--- src/xlsf_pkg.sv ---
// Shared types, codes and helper functions for the x86 logic and shift flag unit.
`default_nettype none

package xlsf_pkg;

  localparam int unsigned DataW  = 32;
  localparam int unsigned CountW = 5;

  typedef enum logic [3:0] {
    FN_TEST  = 4'd0,
    FN_AND   = 4'd1,
    FN_XOR   = 4'd2,
    FN_OR    = 4'd3,
    FN_SAR   = 4'd4,
    FN_SHL   = 4'd5,
    FN_SHR   = 4'd6,
    FN_SETCC = 4'd7,
    FN_NOT   = 4'd8,
    FN_ROL   = 4'd9
  } func_e;

  typedef enum logic [1:0] {
    WC_BYTE  = 2'd0,
    WC_WORD  = 2'd1,
    WC_DWORD = 2'd2,
    WC_RSVD  = 2'd3
  } width_e;

  // Condition group selected by the upper three condition bits; the low bit inverts.
  typedef enum logic [2:0] {
    CC_O  = 3'd0,
    CC_B  = 3'd1,
    CC_E  = 3'd2,
    CC_BE = 3'd3,
    CC_S  = 3'd4,
    CC_P  = 3'd5,
    CC_L  = 3'd6,
    CC_LE = 3'd7
  } cond_e;

  typedef struct packed {
    logic cf;
    logic zf;
    logic sf;
    logic of;
    logic pf;
  } flags_t;

  // Word leaving the decode stage.
  typedef struct packed {
    func_e              func;
    width_e             wc;
    logic [DataW-1:0]   dest;
    logic [DataW-1:0]   src;
    logic [CountW-1:0]  cnt;
    logic [CountW-1:0]  rot_n;
    logic               neg;
    logic               setcc;
    logic               wr;
    flags_t             flags;
  } dec_t;

  // Word leaving the execute stage.
  typedef struct packed {
    logic [DataW-1:0]   res;
    width_e             wc;
    logic               wr;
    logic               is_logic;
    logic               is_rol;
    logic               cnt_nz;
    logic               cnt_one;
    flags_t             flags;
  } exe_t;

  function automatic logic [DataW-1:0] width_mask(width_e wc);
    logic [DataW-1:0] m;
    case (wc)
      WC_BYTE: m = DataW'(32'h0000_00FF);
      WC_WORD: m = DataW'(32'h0000_FFFF);
      default: m = '1;
    endcase
    return m;
  endfunction

  function automatic logic width_msb(width_e wc, logic [DataW-1:0] v);
    logic b;
    case (wc)
      WC_BYTE: b = v[7];
      WC_WORD: b = v[15];
      default: b = v[DataW-1];
    endcase
    return b;
  endfunction

endpackage

`default_nettype wire

--- src/xlsf_decode.sv ---
// Decode stage: width masking, count reduction, sign capture and setcc evaluation.
`default_nettype none

module xlsf_decode
  import xlsf_pkg::*;
(
  input  wire logic              clk_i,
  input  wire logic              rst_ni,
  input  wire logic              valid_i,
  output logic                   ready_o,
  input  wire logic [3:0]        func_i,
  input  wire logic [DataW-1:0]  dest_value_i,
  input  wire logic [DataW-1:0]  src_value_i,
  input  wire logic [1:0]        width_code_i,
  input  wire logic [3:0]        cond_code_i,
  input  wire flags_t            flags_i,
  output logic                   valid_o,
  input  wire logic              ready_i,
  output dec_t                   dec_o
);

  logic   valid_q;
  dec_t   dec_q;
  dec_t   dec_d;
  width_e wc;
  func_e  fn;
  logic   cond_t;
  logic [CountW-1:0] cnt;

  assign ready_o = !valid_q || ready_i;
  assign valid_o = valid_q;
  assign dec_o   = dec_q;

  always_comb begin
    fn  = func_e'(func_i);
    wc  = (width_e'(width_code_i) == WC_RSVD) ? WC_DWORD : width_e'(width_code_i);
    cnt = src_value_i[CountW-1:0];

    case (cond_e'(cond_code_i[3:1]))
      CC_O:    cond_t = flags_i.of;
      CC_B:    cond_t = flags_i.cf;
      CC_E:    cond_t = flags_i.zf;
      CC_BE:   cond_t = flags_i.cf | flags_i.zf;
      CC_S:    cond_t = flags_i.sf;
      CC_P:    cond_t = flags_i.pf;
      CC_L:    cond_t = flags_i.sf ^ flags_i.of;
      default: cond_t = flags_i.zf | (flags_i.sf ^ flags_i.of);
    endcase

    dec_d.func  = fn;
    dec_d.wc    = wc;
    dec_d.dest  = dest_value_i & width_mask(wc);
    dec_d.src   = src_value_i;
    dec_d.cnt   = cnt;
    // Rotate amount is the count modulo the operand width.
    case (wc)
      WC_BYTE: dec_d.rot_n = {2'b00, cnt[2:0]};
      WC_WORD: dec_d.rot_n = {1'b0, cnt[3:0]};
      default: dec_d.rot_n = cnt;
    endcase
    dec_d.neg   = width_msb(wc, dest_value_i);
    dec_d.setcc = cond_t ^ cond_code_i[0];
    case (fn)
      FN_AND, FN_XOR, FN_OR, FN_SAR, FN_SHL,
      FN_SHR, FN_SETCC, FN_NOT, FN_ROL: dec_d.wr = 1'b1;
      default:                          dec_d.wr = 1'b0;
    endcase
    dec_d.flags = flags_i;
  end

  always_ff @(posedge clk_i or negedge rst_ni) begin
    if (!rst_ni) begin
      valid_q <= 1'b0;
    end else if (ready_o) begin
      valid_q <= valid_i;
    end
  end

  always_ff @(posedge clk_i) begin
    if (valid_i && ready_o) begin
      dec_q <= dec_d;
    end
  end

endmodule

`default_nettype wire

--- src/xlsf_exec.sv ---
// Execute stage: logic operations, barrel shifts and the rotate.
`default_nettype none

module xlsf_exec
  import xlsf_pkg::*;
(
  input  wire logic  clk_i,
  input  wire logic  rst_ni,
  input  wire logic  valid_i,
  output logic       ready_o,
  input  wire dec_t  dec_i,
  output logic       valid_o,
  input  wire logic  ready_i,
  output exe_t       exe_o
);

  logic               valid_q;
  exe_t               exe_q;
  exe_t               exe_d;
  logic [DataW-1:0]   sext;
  logic [DataW-1:0]   rep;
  logic [2*DataW-1:0] dbl;
  logic [DataW-1:0]   r;

  assign ready_o = !valid_q || ready_i;
  assign valid_o = valid_q;
  assign exe_o   = exe_q;

  always_comb begin
    sext = dec_i.neg ? (dec_i.dest | ~width_mask(dec_i.wc)) : dec_i.dest;

    // Replicating the operand to fill the word makes a 32-bit rotate correct
    // in the low bits for every operand width.
    case (dec_i.wc)
      WC_BYTE: rep = {4{dec_i.dest[7:0]}};
      WC_WORD: rep = {2{dec_i.dest[15:0]}};
      default: rep = dec_i.dest;
    endcase
    dbl = {rep, rep} << dec_i.rot_n;

    case (dec_i.func)
      FN_TEST, FN_AND: r = dec_i.dest & dec_i.src;
      FN_XOR:          r = dec_i.dest ^ dec_i.src;
      FN_OR:           r = dec_i.dest | dec_i.src;
      FN_SAR:          r = DataW'($signed(sext) >>> dec_i.cnt);
      FN_SHL:          r = dec_i.dest << dec_i.cnt;
      FN_SHR:          r = dec_i.dest >> dec_i.cnt;
      FN_SETCC:        r = {{(DataW-1){1'b0}}, dec_i.setcc};
      FN_NOT:          r = ~dec_i.dest;
      FN_ROL:          r = dbl[2*DataW-1:DataW];
      default:         r = dec_i.dest;
    endcase

    exe_d.res      = r & width_mask(dec_i.wc);
    exe_d.wc       = dec_i.wc;
    exe_d.wr       = dec_i.wr;
    exe_d.is_logic = (dec_i.func == FN_TEST) || (dec_i.func == FN_AND) ||
                     (dec_i.func == FN_XOR)  || (dec_i.func == FN_OR);
    exe_d.is_rol   = (dec_i.func == FN_ROL);
    exe_d.cnt_nz   = (dec_i.cnt != '0);
    exe_d.cnt_one  = (dec_i.cnt == CountW'(1));
    exe_d.flags    = dec_i.flags;
  end

  always_ff @(posedge clk_i or negedge rst_ni) begin
    if (!rst_ni) begin
      valid_q <= 1'b0;
    end else if (ready_o) begin
      valid_q <= valid_i;
    end
  end

  always_ff @(posedge clk_i) begin
    if (valid_i && ready_o) begin
      exe_q <= exe_d;
    end
  end

endmodule

`default_nettype wire

--- src/xlsf_flags.sv ---
// Flag stage: derives the new flags from the result and holds the output word.
`default_nettype none

module xlsf_flags
  import xlsf_pkg::*;
(
  input  wire logic              clk_i,
  input  wire logic              rst_ni,
  input  wire logic              valid_i,
  output logic                   ready_o,
  input  wire exe_t              exe_i,
  output logic                   valid_o,
  input  wire logic              ready_i,
  output logic [DataW-1:0]       result_o,
  output logic                   writes_dest_o,
  output flags_t                 flags_o
);

  logic             valid_q;
  logic [DataW-1:0] res_q;
  logic             wr_q;
  flags_t           flags_q;
  flags_t           flags_d;
  logic             msb;

  assign ready_o       = !valid_q || ready_i;
  assign valid_o       = valid_q;
  assign result_o      = res_q;
  assign writes_dest_o = wr_q;
  assign flags_o       = flags_q;

  always_comb begin
    msb     = width_msb(exe_i.wc, exe_i.res);
    flags_d = exe_i.flags;
    if (exe_i.is_logic) begin
      flags_d.cf = 1'b0;
      flags_d.of = 1'b0;
      flags_d.zf = (exe_i.res == '0);
      flags_d.sf = msb;
      flags_d.pf = ~^exe_i.res[7:0];
    end else if (exe_i.is_rol && exe_i.cnt_nz) begin
      flags_d.cf = exe_i.res[0];
      // Overflow is defined only for a single-bit rotate.
      if (exe_i.cnt_one) begin
        flags_d.of = msb ^ exe_i.res[0];
      end
    end
  end

  always_ff @(posedge clk_i or negedge rst_ni) begin
    if (!rst_ni) begin
      valid_q <= 1'b0;
    end else if (ready_o) begin
      valid_q <= valid_i;
    end
  end

  always_ff @(posedge clk_i) begin
    if (valid_i && ready_o) begin
      res_q   <= exe_i.res;
      wr_q    <= exe_i.wr;
      flags_q <= flags_d;
    end
  end

endmodule

`default_nettype wire

--- src/x86_logic_shift_flag_unit.sv ---
// Top level of the x86 logic, shift and rotate unit with flag generation.
//
//   Channel | Direction | Handshake                    | Payload
//   --------+-----------+------------------------------+--------------------------------------
//   in      | input     | in_valid_i / in_ready_o      | func, dest/src values, width, cond, flags
//   out     | output    | out_valid_o / out_ready_i    | result, writes_dest, new flags
//
// Each word passes three register stages (decode, execute, flags) before its result
// appears; one word can enter every cycle while the output is not stalled.
// The stage depth is set by the 32-bit barrel shifter in the execute stage.
// Reset clears the stage valid bits only; the payload registers are not reset.
// When the output is stalled, each stage holds its word, and empty stages ahead
// of a stall still fill, so nothing is dropped or repeated.
`default_nettype none

module x86_logic_shift_flag_unit
  import xlsf_pkg::*;
(
  input  wire logic              clk_i,
  input  wire logic              rst_ni,
  input  wire logic              in_valid_i,
  output logic                   in_ready_o,
  input  wire logic [3:0]        func_i,
  input  wire logic [DataW-1:0]  dest_value_i,
  input  wire logic [DataW-1:0]  src_value_i,
  input  wire logic [1:0]        width_code_i,
  input  wire logic [3:0]        cond_code_i,
  input  wire logic              cf_in_i,
  input  wire logic              zf_in_i,
  input  wire logic              sf_in_i,
  input  wire logic              of_in_i,
  input  wire logic              pf_in_i,
  output logic                   out_valid_o,
  input  wire logic              out_ready_i,
  output logic [DataW-1:0]       result_o,
  output logic                   writes_dest_o,
  output logic                   cf_out_o,
  output logic                   zf_out_o,
  output logic                   sf_out_o,
  output logic                   of_out_o,
  output logic                   pf_out_o
);

  flags_t flags_in;
  flags_t flags_out;
  dec_t   dec;
  exe_t   exe;
  logic   dec_valid;
  logic   dec_ready;
  logic   exe_valid;
  logic   exe_ready;

  assign flags_in.cf = cf_in_i;
  assign flags_in.zf = zf_in_i;
  assign flags_in.sf = sf_in_i;
  assign flags_in.of = of_in_i;
  assign flags_in.pf = pf_in_i;

  xlsf_decode u_decode (
    .clk_i        (clk_i),
    .rst_ni       (rst_ni),
    .valid_i      (in_valid_i),
    .ready_o      (in_ready_o),
    .func_i       (func_i),
    .dest_value_i (dest_value_i),
    .src_value_i  (src_value_i),
    .width_code_i (width_code_i),
    .cond_code_i  (cond_code_i),
    .flags_i      (flags_in),
    .valid_o      (dec_valid),
    .ready_i      (dec_ready),
    .dec_o        (dec)
  );

  xlsf_exec u_exec (
    .clk_i   (clk_i),
    .rst_ni  (rst_ni),
    .valid_i (dec_valid),
    .ready_o (dec_ready),
    .dec_i   (dec),
    .valid_o (exe_valid),
    .ready_i (exe_ready),
    .exe_o   (exe)
  );

  xlsf_flags u_flags (
    .clk_i         (clk_i),
    .rst_ni        (rst_ni),
    .valid_i       (exe_valid),
    .ready_o       (exe_ready),
    .exe_i         (exe),
    .valid_o       (out_valid_o),
    .ready_i       (out_ready_i),
    .result_o      (result_o),
    .writes_dest_o (writes_dest_o),
    .flags_o       (flags_out)
  );

  assign cf_out_o = flags_out.cf;
  assign zf_out_o = flags_out.zf;
  assign sf_out_o = flags_out.sf;
  assign of_out_o = flags_out.of;
  assign pf_out_o = flags_out.pf;

endmodule

`default_nettype wire

--- config.mk ---
export PLATFORM = sky130hd
export DESIGN_NAME = x86_logic_shift_flag_unit
export DESIGN_NICKNAME = d
export VERILOG_FILES = /design/src/xlsf_pkg.sv /design/src/xlsf_decode.sv /design/src/xlsf_exec.sv /design/src/xlsf_flags.sv /design/src/x86_logic_shift_flag_unit.sv
export SDC_FILE = /design/constraint.sdc
export NUM_CORES = 1
export LEC_CHECK = 0
export BUFFER_PORTS_ARGS = -buffer_cell sky130_fd_sc_hd__buf_2
export CAP_MARGIN = 15
export CORE_MARGIN = 5
export CORE_UTILIZATION = 30
export CTS_CLUSTER_DIAMETER = 100
export CTS_CLUSTER_SIZE = 24
export DETAILED_ROUTE_END_ITERATION = 7
export GPL_TIMING_DRIVEN = 0
export PLACE_DENSITY = 0.56
export SKIP_CTS_REPAIR_TIMING = 1
export SKIP_LAST_GASP = 1
export SLEW_MARGIN = 20
export SYNTH_ARGS = -nofsm -noshare
export SYNTH_HDL_FRONTEND = slang
export SYNTH_SLANG_ARGS = --single-unit
--- constraint.sdc ---
create_clock -name clk_i -period 3.5 [get_ports clk_i]
set_input_delay 0.175 -clock clk_i [delete_from_list [all_inputs] [get_ports clk_i]]
set_output_delay 0.175 -clock clk_i [all_outputs]
set_load 0.005 [all_outputs]
==> results_dict.tcl, run 1 <==
set metrics [dict create \
    status "complete, but fails checks" \
    violations "hold timing, setup timing" \
    dieArea_um2 55500 \
    maxSlewViolCount 0 \
    synth_top_family_by_area "multiplexers" \
    maxUsedRoutingLayer "met5" \
    cp-end-kind "flip-flop" \
    synthFlopType "edfxtp_1" \
    period_minus_slack_ns 3.71 \
    vdd_drop_max_mv 0.279 \
    cts_root_buf "clkbuf_16" \
    met3WireLength_um 10100 \
    hold-path-endpoint "u_decode.dec_o[81]$_DFFE_PP_" \
    grt_pass1_wl_um 131000 \
    fp.dieH_um 236 \
    num_vias 16315 \
    cts.sinks 165 \
    fin_skew_ns 0.0335 \
    drive_above_1_share 0.277 \
    port_buffers 122 \
    hold_path.class "in2reg" \
    relSlewSlack 0.211 \
    cp_max_fo 10 \
    fin_crit_sh 1.06 \
    dr_wl_met2_um 41300 \
    synth_seq_cells 165 \
    synth_cell_types 87 \
    track_usage 0.340 \
    whs_ns -0.0145 \
    fin_ws_ns -0.207 \
    hold_violations 1 \
    drc 0 \
    syn_area_um2 15300 \
    startpoint_type "flip-flop" \
    first_global_vias 15337 \
    arrival_ns 3.95 \
    clock_insertion_delay_worst_skew_ns 0.52 \
    synth_edf_count 162 \
    vias_per_cell 6.44 \
    dp_cells 2405 \
    cts.clk_slew.worst_paths_ns 0.07 \
    nNetsFinal 1996 \
    setup_viol_count_final 18 \
    postSynthCellCount 1605 \
    rr_startpoint "u_decode.dec_o[81]$_DFFE_PP_" \
    final_cell_mix "edfxtp_1 (162), buf_2 (137), nor2_1 (136)" \
    syn_to_final_growth_pct 25.0 \
    cts_inserted_buffers 17 \
    htreeDepth 4 \
    cts_buffer_depth 2 \
    wl_met1_um 38600 \
    num_rows 82 \
    drt_iter0_markers 2204 \
    drt-wirelength-per-cell_um 38.7 \
    synth_xor_area_frac 0.00344 \
    final.setup.tns_ns -1.28 \
    yosys.area_share.simple 0.137 \
    grt_max_degree 59 \
    wl_um 97900 \
    synth_compound_area_frac 0.206 \
    cts_tree "done" \
    worstRegToRegCells 8 \
    dp_hpwl_um 77400 \
    core_area_um2 50300 \
    final_common_cell "edfxtp_1" \
    gp_congestion 1.11 \
    grt_setup_unrepaired "yes" \
    n_fill_cell 5121 \
    synth_top_area_frac 0.319 \
    min_from "dest_value_i[31]" \
    yosysSeqAreaShare 0.324 \
    reg2reg_to "u_exec.exe_o[37]$_DFFE_PP_" \
    muxShareOfSynthArea 0.206 \
    p_leak_nw 7.21 \
    critPathKind "reg2reg" \
    finalNonFillerCells 2533 \
    io_pins 123 \
    initial_core_util 0.304 \
    yosys_warnings 0 \
    worstPathRequired_ns 3.74 \
    yosysTopAreaCell "edfxtp_1" \
    antenna_found_initial 7 \
    grt.overflow.total 0 \
    die_w_um 236 \
    synthTopCellsByArea "edfxtp_1 (32%), mux4_2 (10%), ha_1 (5.7%)" \
    p_total_mw 7.49 \
    fmax_mhz 270 \
    synthArstFlopShare 0.0182 \
    dr.pass1.iters 5 \
    syn_area_per_cell_um2 9.51 \
    synthAdderAreaFrac 0.0566 \
    hold_depth 2 \
    syn-num-nets 1757 \
    power_density_nw_per_um2 393 \
    dp_slack_ns -1.30 \
    rrSetupSlack_ns -0.21 \
    ant_nets 0 \
    max_slew.worst_pin.slew_ns 1.17 \
    cap_violations 0 \
]
==> report_power, final <==
group	total (mW)	internal, mW	switching, mW
sequential	2.58	2.42	0.159
combinational	3.00	1.02	1.98
clock	1.91	0.938	0.976
==> per-layer routing <==
metal | vias to the layer above | GRT usage
met5 | - | 0
met4 | 12 | 0.190
met3 | 345 | 0.0884
met2 | 1216 | 0.512
met1 | 8128 | 0.445
li1 | 6614 | -
==> final cells by class <==
type                       instances  area, µm²  area share
antenna                            4       10.0    0.000525
buffer                           158        927      0.0486
clock buffer                      18        429      0.0225
clock inverter                    14        130     0.00682
inverter                          82        312      0.0163
multi-input combinational       1195       9820       0.515
sequential                       165       4940       0.259
tap                              672        841      0.0441
timing repair buffer             225       1670      0.0873
==> registers in the layout (all words and copies together), names as in the netlist <==
register and flops:
u_flags.result_o 32, u_decode.dec_o 80, u_exec.valid_o 1, u_flags.valid_o 1, u_decode.valid_o 1, u_exec.exe_o 44
u_flags.flags_o 5, u_flags.writes_dest_o 1
==> critical path, stage by stage (launching register included) <==
cell and delay [ns]:
edfxtp_1 0.66, clkbuf_1 0.53, clkbuf_1 0.65, mux2i_1 0.15, a21oi_1 0.41, mux2i_1 0.17
a31oi_1 0.35, nor4_4 0.13, a31oi_1 0.39
==> cells in the mapped netlist, types with 8 or more instances <==
cell         n
o211ai_1    25
o221ai_1    24
or2_2        9
nand2_1    118
and2_1      34
o2111ai_1    9
a22oi_1     15
edfxtp_1   162
a221o_1     11
mux2i_1     81
a221oi_1    10
a211oi_1    25
nand3_1     21
a31oi_1     27
inv_1       81
ha_1        69
a21oi_1     92
a32oi_1     10
nor2b_1     21
o21ai_1      9
o21ai_0     98
nor3_1      25
buf_2       40
nor2_1     143
clkbuf_1    99
buf_1       14
mux2_2      53
o22ai_1     26
nor4_1       9
nand2b_1    17
mux4_2      71
o31ai_1      8
==> cells by family after synthesis <==
family          Yosys count
compound gates          467
flops                   165
simple gates            438
mux                     215
fa+ha+maj                69
xor+xnor                  6
buf+inv                 245
==> through the flow <==
stage,util,cell area [µm²]
after floorplan,-,15300
after global placement,0.332,16700
final,0.379,19100
after CTS,0.347,17400
after global routing,0.379,19100
after detailed placement,0.336,16900
==> worst max path at each step <==
| stage | start | to | slack [ns] | cells past startpoint |
|---|---|---|---|---|
| after floorplan | u_flags.valid_o$_DFFE_PN0P_ | u_decode.dec_o[0]$_DFFE_PP_ | 0.51 | 3 |
| after global placement | u_decode.dec_o[86]$_DFFE_PP_ | u_exec.exe_o[30]$_DFFE_PP_ | -2.26 | 6 |
| after detailed placement | u_decode.dec_o[9]$_DFFE_PP_ | u_exec.exe_o[37]$_DFFE_PP_ | -1.30 | 10 |
| after CTS | u_decode.dec_o[9]$_DFFE_PP_ | u_exec.exe_o[37]$_DFFE_PP_ | -1.33 | 10 |
| after global routing | u_decode.dec_o[81]$_DFFE_PP_ | u_exec.exe_o[37]$_DFFE_PP_ | -0.11 | 8 |
| final | u_decode.dec_o[81]$_DFFE_PP_ | u_exec.exe_o[37]$_DFFE_PP_ | -0.21 | 8 |
Power figures use the tool's default switching activity.
==> run 2: changes to the inputs <==
- SETUP_SLACK_MARGIN: default -> 0.1
- clock period: 3.5 -> 3.6 ns (I/O delays scaled with it)
==> run 2 against run 1 <==
The run still ends with hold timing, setup timing left. Largest cell class unchanged. Register-to-register slack improved by 0.12 ns. Critical path type unchanged. Final area about the same. Clock skew decreased by 0.0018 ns. Sequential share of layout area about the same. Global-route usage unchanged. Wire length about the same. Flip-flop and latch count unchanged. Fmax increased by 0.50%. Combinational power decreased by 3%. Core utilization about the same. Clock-buffer cell count unchanged. Worst hold slack about the same.
==> results_dict.tcl, run 2 (same netlist as run 1, synthesis figures left out) <==
set metrics [dict create \
    status "complete, but fails checks" \
    violations "hold timing, setup timing" \
    cts.sinks 165 \
    final_common_cell "edfxtp_1" \
    grt.overflow.total 0 \
    slowest_stage "edfxtp_1" \
    path_buf_inv 2 \
    dr.pass1.iters 5 \
    drt-wirelength-per-cell_um 38.6 \
    num_vias 16316 \
    n_fill_cell 5118 \
    io_pins 123 \
    relSlewSlack 0.255 \
    fp.dieH_um 236 \
    first_global_vias 15337 \
    wl_um 97900 \
    cts_root_buf "clkbuf_16" \
    fmax_mhz 271 \
    critPathMaxStageDelay_ns 0.65 \
    power_frac_comb 0.401 \
    core_area_um2 50300 \
    p_int_mw 4.25 \
    pwr-share-clk 0.256 \
    cp-end-kind "flip-flop" \
    whs_ns -0.0150 \
    num_rows 82 \
    final_cell_mix "edfxtp_1 (162), buf_2 (137), nor2_1 (136)" \
    nNetsFinal 1997 \
    vias_per_cell 6.44 \
    syn_to_final_growth_pct 24.9 \
    sw_frac_of_total 0.416 \
    placement.cell_area_um2 16900 \
    finalCoreUtilization 0.379 \
    max_slew.worst_pin.slew_ns 1.11 \
    setup_viol_count_final 4 \
    hold-path-endpoint "u_decode.dec_o[71]$_DFFE_PP_" \
    die_w_um 236 \
    p_leak_nw 7.21 \
    fin_area_um2 19100 \
    dp_hpwl_um 77400 \
    cts.clk_slew.worst_paths_ns 0.07 \
    power_switching_mw 3.03 \
    pwr-share-seq 0.344 \
    cts_tree "done" \
    hold_depth 2 \
    reg2reg_to "u_exec.exe_o[37]$_DFFE_PP_" \
    crit_chain "clkbuf_1 -> clkbuf_1 -> mux2i_1 -> a21oi_1 -> mux2i_1 -> a31oi_1 -> nor4_4 -> a31oi_1" \
    largest_reg_flops 80 \
    clock_insertion_delay_worst_skew_ns 0.52 \
    worstRegToRegCells 8 \
    grt_pass1_wl_um 131000 \
    grt_setup_unrepaired "yes" \
    maxSlewViolCount 0 \
    arrival_ns 3.92 \
    hold_path.class "in2reg" \
    fin_skew_ns 0.0317 \
    period_minus_slack_ns 3.69 \
    drc 0 \
    ant_nets 0 \
    grt_max_degree 59 \
    startpoint_type "flip-flop" \
    antenna_found_initial 7 \
    fin_crit_sh 1.02 \
    port_buffers 122 \
    cts_buffer_depth 2 \
    critPathTopFamily "compound AO/OA/AOI/OAI gates" \
    gp_congestion 1.11 \
    initial_core_util 0.304 \
    vdd_drop_max_mv 0.272 \
    dieArea_um2 55500 \
    cts_inserted_buffers 17 \
    drive_above_1_share 0.278 \
    cp_max_fo 10 \
    cap_violations 0 \
    min_from "dest_value_i[21]" \
    drt_iter0_markers 2196 \
    rr_startpoint "u_decode.dec_o[81]$_DFFE_PP_" \
    htreeDepth 4 \
    rrSetupSlack_ns -0.09 \
    worstPathRequired_ns 3.83 \
    hold_violations 2 \
    critPathKind "reg2reg" \
    track_usage 0.340 \
    power_density_nw_per_um2 382 \
    cp.depth 8 \
    fin_ws_ns -0.0888 \
]
==> run 2: changes by cell type in the layout (fill, tap and decap cells not counted), sizes merged <==
cell	previous run	this run
clkbuf	128	131
dlygate4sd3	77	75
==> run 2: routing by layer <==
layer	wire, µm	track usage	part of all wire
met2	41200	0.512	0.42
met3	10200	0.0884	0.10
met1	38400	0.445	0.39
met4	7960	0.190	0.081
met5	104	0	0.0011
==> run 2: worst max-delay path by stage <==
stage,slack [ns],to,from
after global placement,-2.16,u_exec.exe_o[30]$_DFFE_PP_,u_decode.dec_o[86]$_DFFE_PP_
after detailed placement,-1.20,u_exec.exe_o[37]$_DFFE_PP_,u_decode.dec_o[9]$_DFFE_PP_
after CTS,-1.23,u_exec.exe_o[37]$_DFFE_PP_,u_decode.dec_o[9]$_DFFE_PP_
after floorplan,0.61,u_decode.dec_o[0]$_DFFE_PP_,u_flags.valid_o$_DFFE_PN0P_
final,-0.09,u_exec.exe_o[37]$_DFFE_PP_,u_decode.dec_o[81]$_DFFE_PP_
after global routing,-0.01,u_exec.exe_o[37]$_DFFE_PP_,u_decode.dec_o[81]$_DFFE_PP_
==> run 2: area by class of cell <==
cell class                      instances  area (µm²)  area share
Multi-Input combinational cell       1195        9820       0.515
Buffer                                161         942      0.0494
Clock inverter                         14         130     0.00683
Tap cell                              672         841      0.0441
Antenna cell                            4        10.0    0.000525
Inverter                               82         312      0.0163
Sequential cell                       165        4940       0.259
Timing Repair Buffer                  223        1650      0.0863
Clock buffer                           18         429      0.0225
==> run 2: power by group through the flow <==
stage	clock [mW]	sequential, mW	combinational (mW)
after global routing	1.98	2.52	2.97
after detailed placement	0	2.56	2.53
after CTS	1.91	2.52	2.54
after global placement	0	2.57	2.54
final	1.86	2.50	2.92
after floorplan	0	2.47	1.39
==> run 2: stage by stage <==
| step | TNS, ns | worst slack (ns) | instances | hold WS (ns) | power (mW) |
|---|---|---|---|---|---|
| after global placement | -51.46 | -2.16 | 2399 | -0.0215 | 5.10 |
| after global routing | -0.0107 | -0.0107 | 2530 | 0.000239 | 7.47 |
| after detailed placement | -21.18 | -1.20 | 2405 | -0.0205 | 5.09 |
| after CTS | -21.77 | -1.23 | 2437 | -0.558 | 6.96 |
| after floorplan | 0 | 0.607 | 1605 | -0.116 | 3.86 |
| final | -0.144 | -0.0888 | 2534 | -0.0150 | 7.28 |
==> run 3: changes to the inputs <==
- clock period: 3.6 -> 4.28 ns (I/O delays scaled with it)
==> run 3 against run 2 <==
Clock-buffer cell count is the same. Core utilization down 1.9 points. Sequential power decreased by 15%. Wire length fell by 0.27%. Via count fell by 1.2%. Register-to-register slack worse by 0.12 ns. The run still ends with hold timing, setup timing left. Power fell by 18%. Non-clock buffer count fell by 38. Global-route usage is the same. Final area fell by 5.1%.
==> results_dict.tcl, run 3 (same netlist as run 1, synthesis figures left out) <==
set metrics [dict create \
    grt_setup_unrepaired "yes" \
    critPathKind "reg2reg" \
    final_cell_mix "edfxtp_1 (162), buf_2 (161), nor2_1 (142)" \
    grt_pass1_wl_um 131000 \
    cts_buffer_depth 2 \
    antenna_found_initial 8 \
    fin_skew_ns 0.0319 \
    drt-wirelength-per-cell_um 39.1 \
    vdd_drop_max_mv 0.228 \
    finalCoreUtilization 0.360 \
    ant_nets 0 \
    final.setup.tns_ns -0.524 \
    power_density_nw_per_um2 331 \
    initial_core_util 0.304 \
    drt_iter0_markers 2080 \
    dr.pass1.iters 5 \
    fin_crit_sh 1.05 \
    nNetsFinal 1959 \
    p_leak_nw 6.80 \
    track_usage 0.340 \
    placement.cell_area_um2 16900 \
    maxSlewViolCount 0 \
    htreeDepth 4 \
    cts_tree "done" \
    num_vias 16117 \
    final_common_cell "edfxtp_1" \
    dieArea_um2 55500 \
    io_pins 123 \
    critPathMaxStageDelay_ns 1.08 \
    setup_viol_count_final 5 \
    cts_inserted_buffers 17 \
    fin_ws_ns -0.204 \
    grt_max_degree 59 \
    period_minus_slack_ns 4.48 \
    cp-end-kind "flip-flop" \
    cts_root_buf "clkbuf_16" \
    vias_per_cell 6.46 \
    hold_path.class "in2reg" \
    status "complete, but fails checks" \
    arrival_ns 4.65 \
    cts.sinks 165 \
    port_buffers 122 \
    crit_chain "o21ai_2 -> buf_6 -> clkbuf_1 -> o2111ai_1 -> a2111oi_1 -> and3_1 -> o21bai_1" \
    cts.clk_slew.worst_paths_ns 0.10 \
    relSlewSlack 0.156 \
    fin_area_um2 18100 \
    whs_ns -0.0188 \
    cap_violations 0 \
    drc 0 \
    largest_reg_flops 80 \
    slowest_stage "a2111oi_1" \
    dp_hpwl_um 77400 \
    cp_max_fo 10 \
    die_w_um 236 \
    grt.overflow.total 0 \
    num_rows 82 \
    startpoint_type "flip-flop" \
    drive_above_1_share 0.218 \
    fp.dieH_um 236 \
    fmax_mhz 223 \
    max_slew.worst_pin.slew_ns 1.27 \
    p_total_mw 5.98 \
    violations "hold timing, setup timing" \
    wl_um 97600 \
    syn_to_final_growth_pct 18.6 \
    gp_congestion 1.11 \
    first_global_vias 15337 \
    core_area_um2 50300 \
    hold_violations 2 \
    worstPathRequired_ns 4.45 \
    clock_insertion_delay_worst_skew_ns 0.52 \
]
[run 3: cell types whose count changed in the layout (fill, tap and decap cells not counted), sizes merged]
cell / previous run / this run
diode: 4 / 3
dlygate4sd3: 75 / 56
buf: 195 / 182
clkinvlp: 2 / 1
inv: 90 / 91
clkbuf: 131 / 125
[run 3: worst paths after layout]
check	startpoint	slack (ns)	endpoint	cells past startpoint
worst min register to register	u_decode.dec_o[5]$_DFFE_PP_	0.42	u_exec.exe_o[9]$_DFFE_PP_	0
worst max register to register	u_decode.dec_o[86]$_DFFE_PP_	-0.20	u_exec.exe_o[30]$_DFFE_PP_	7
max in group asynchronous	rst_ni	4.14	u_decode.valid_o$_DFFE_PN0N_	2
worst max-delay path	u_decode.dec_o[86]$_DFFE_PP_	-0.20	u_exec.exe_o[30]$_DFFE_PP_	7
min in group asynchronous	rst_ni	0.04	u_flags.valid_o$_DFFE_PN0P_	2
worst min-delay path	dest_value_i[10]	-0.02	u_decode.dec_o[60]$_DFFE_PP_	2
[run 3: metrics by stage]
| stage | worst slack, ns | hold slack, ns | cells |
|---|---|---|---|
| 5_1_grt | -0.0524 | 0.00191 | 2493 |
| 6_report | -0.204 | -0.0188 | 2495 |
| 3_3_place_gp | -1.48 | 0.0125 | 2399 |
| 2_1_floorplan | 1.29 | -0.0816 | 1605 |
| 3_5_place_dp | -0.520 | 0.0135 | 2405 |
| 4_1_cts | -0.554 | -0.524 | 2437 |
[run 3: cell type report]
cell class                      instances  area [µm²]
Clock buffer                           18         429
Sequential cell                       165        4940
Antenna cell                            3        7.51
Clock inverter                         14         130
Fill cell                            5195       32200
Multi-Input combinational cell       1195        9440
Inverter                               82         308
Buffer                                162         736
Timing Repair Buffer                  184        1270
Tap cell                              672         841
[run 3: where the power goes]
part	internal, mW	switching [mW]
logic	0.740	1.56
registers	1.98	0.143
clock network	0.767	0.797
[run 3: routing by layer]
metal / vias up / part of all wire / global-route usage
met4: 12 / 0.073 / 0.190
met2: 1180 / 0.43 / 0.512
li1: 6521 / - / -
met5: - / 0.00090 / 0
met1: 8096 / 0.40 / 0.445
met3: 308 / 0.10 / 0.0884
[run 3: critical path: cells and delay by family, from the launching register on]
kind,cells,cell delay [ns]
compound gates,4,2.28
buf+inv,2,0.98
flops,1,0.54
simple gates,1,0.34
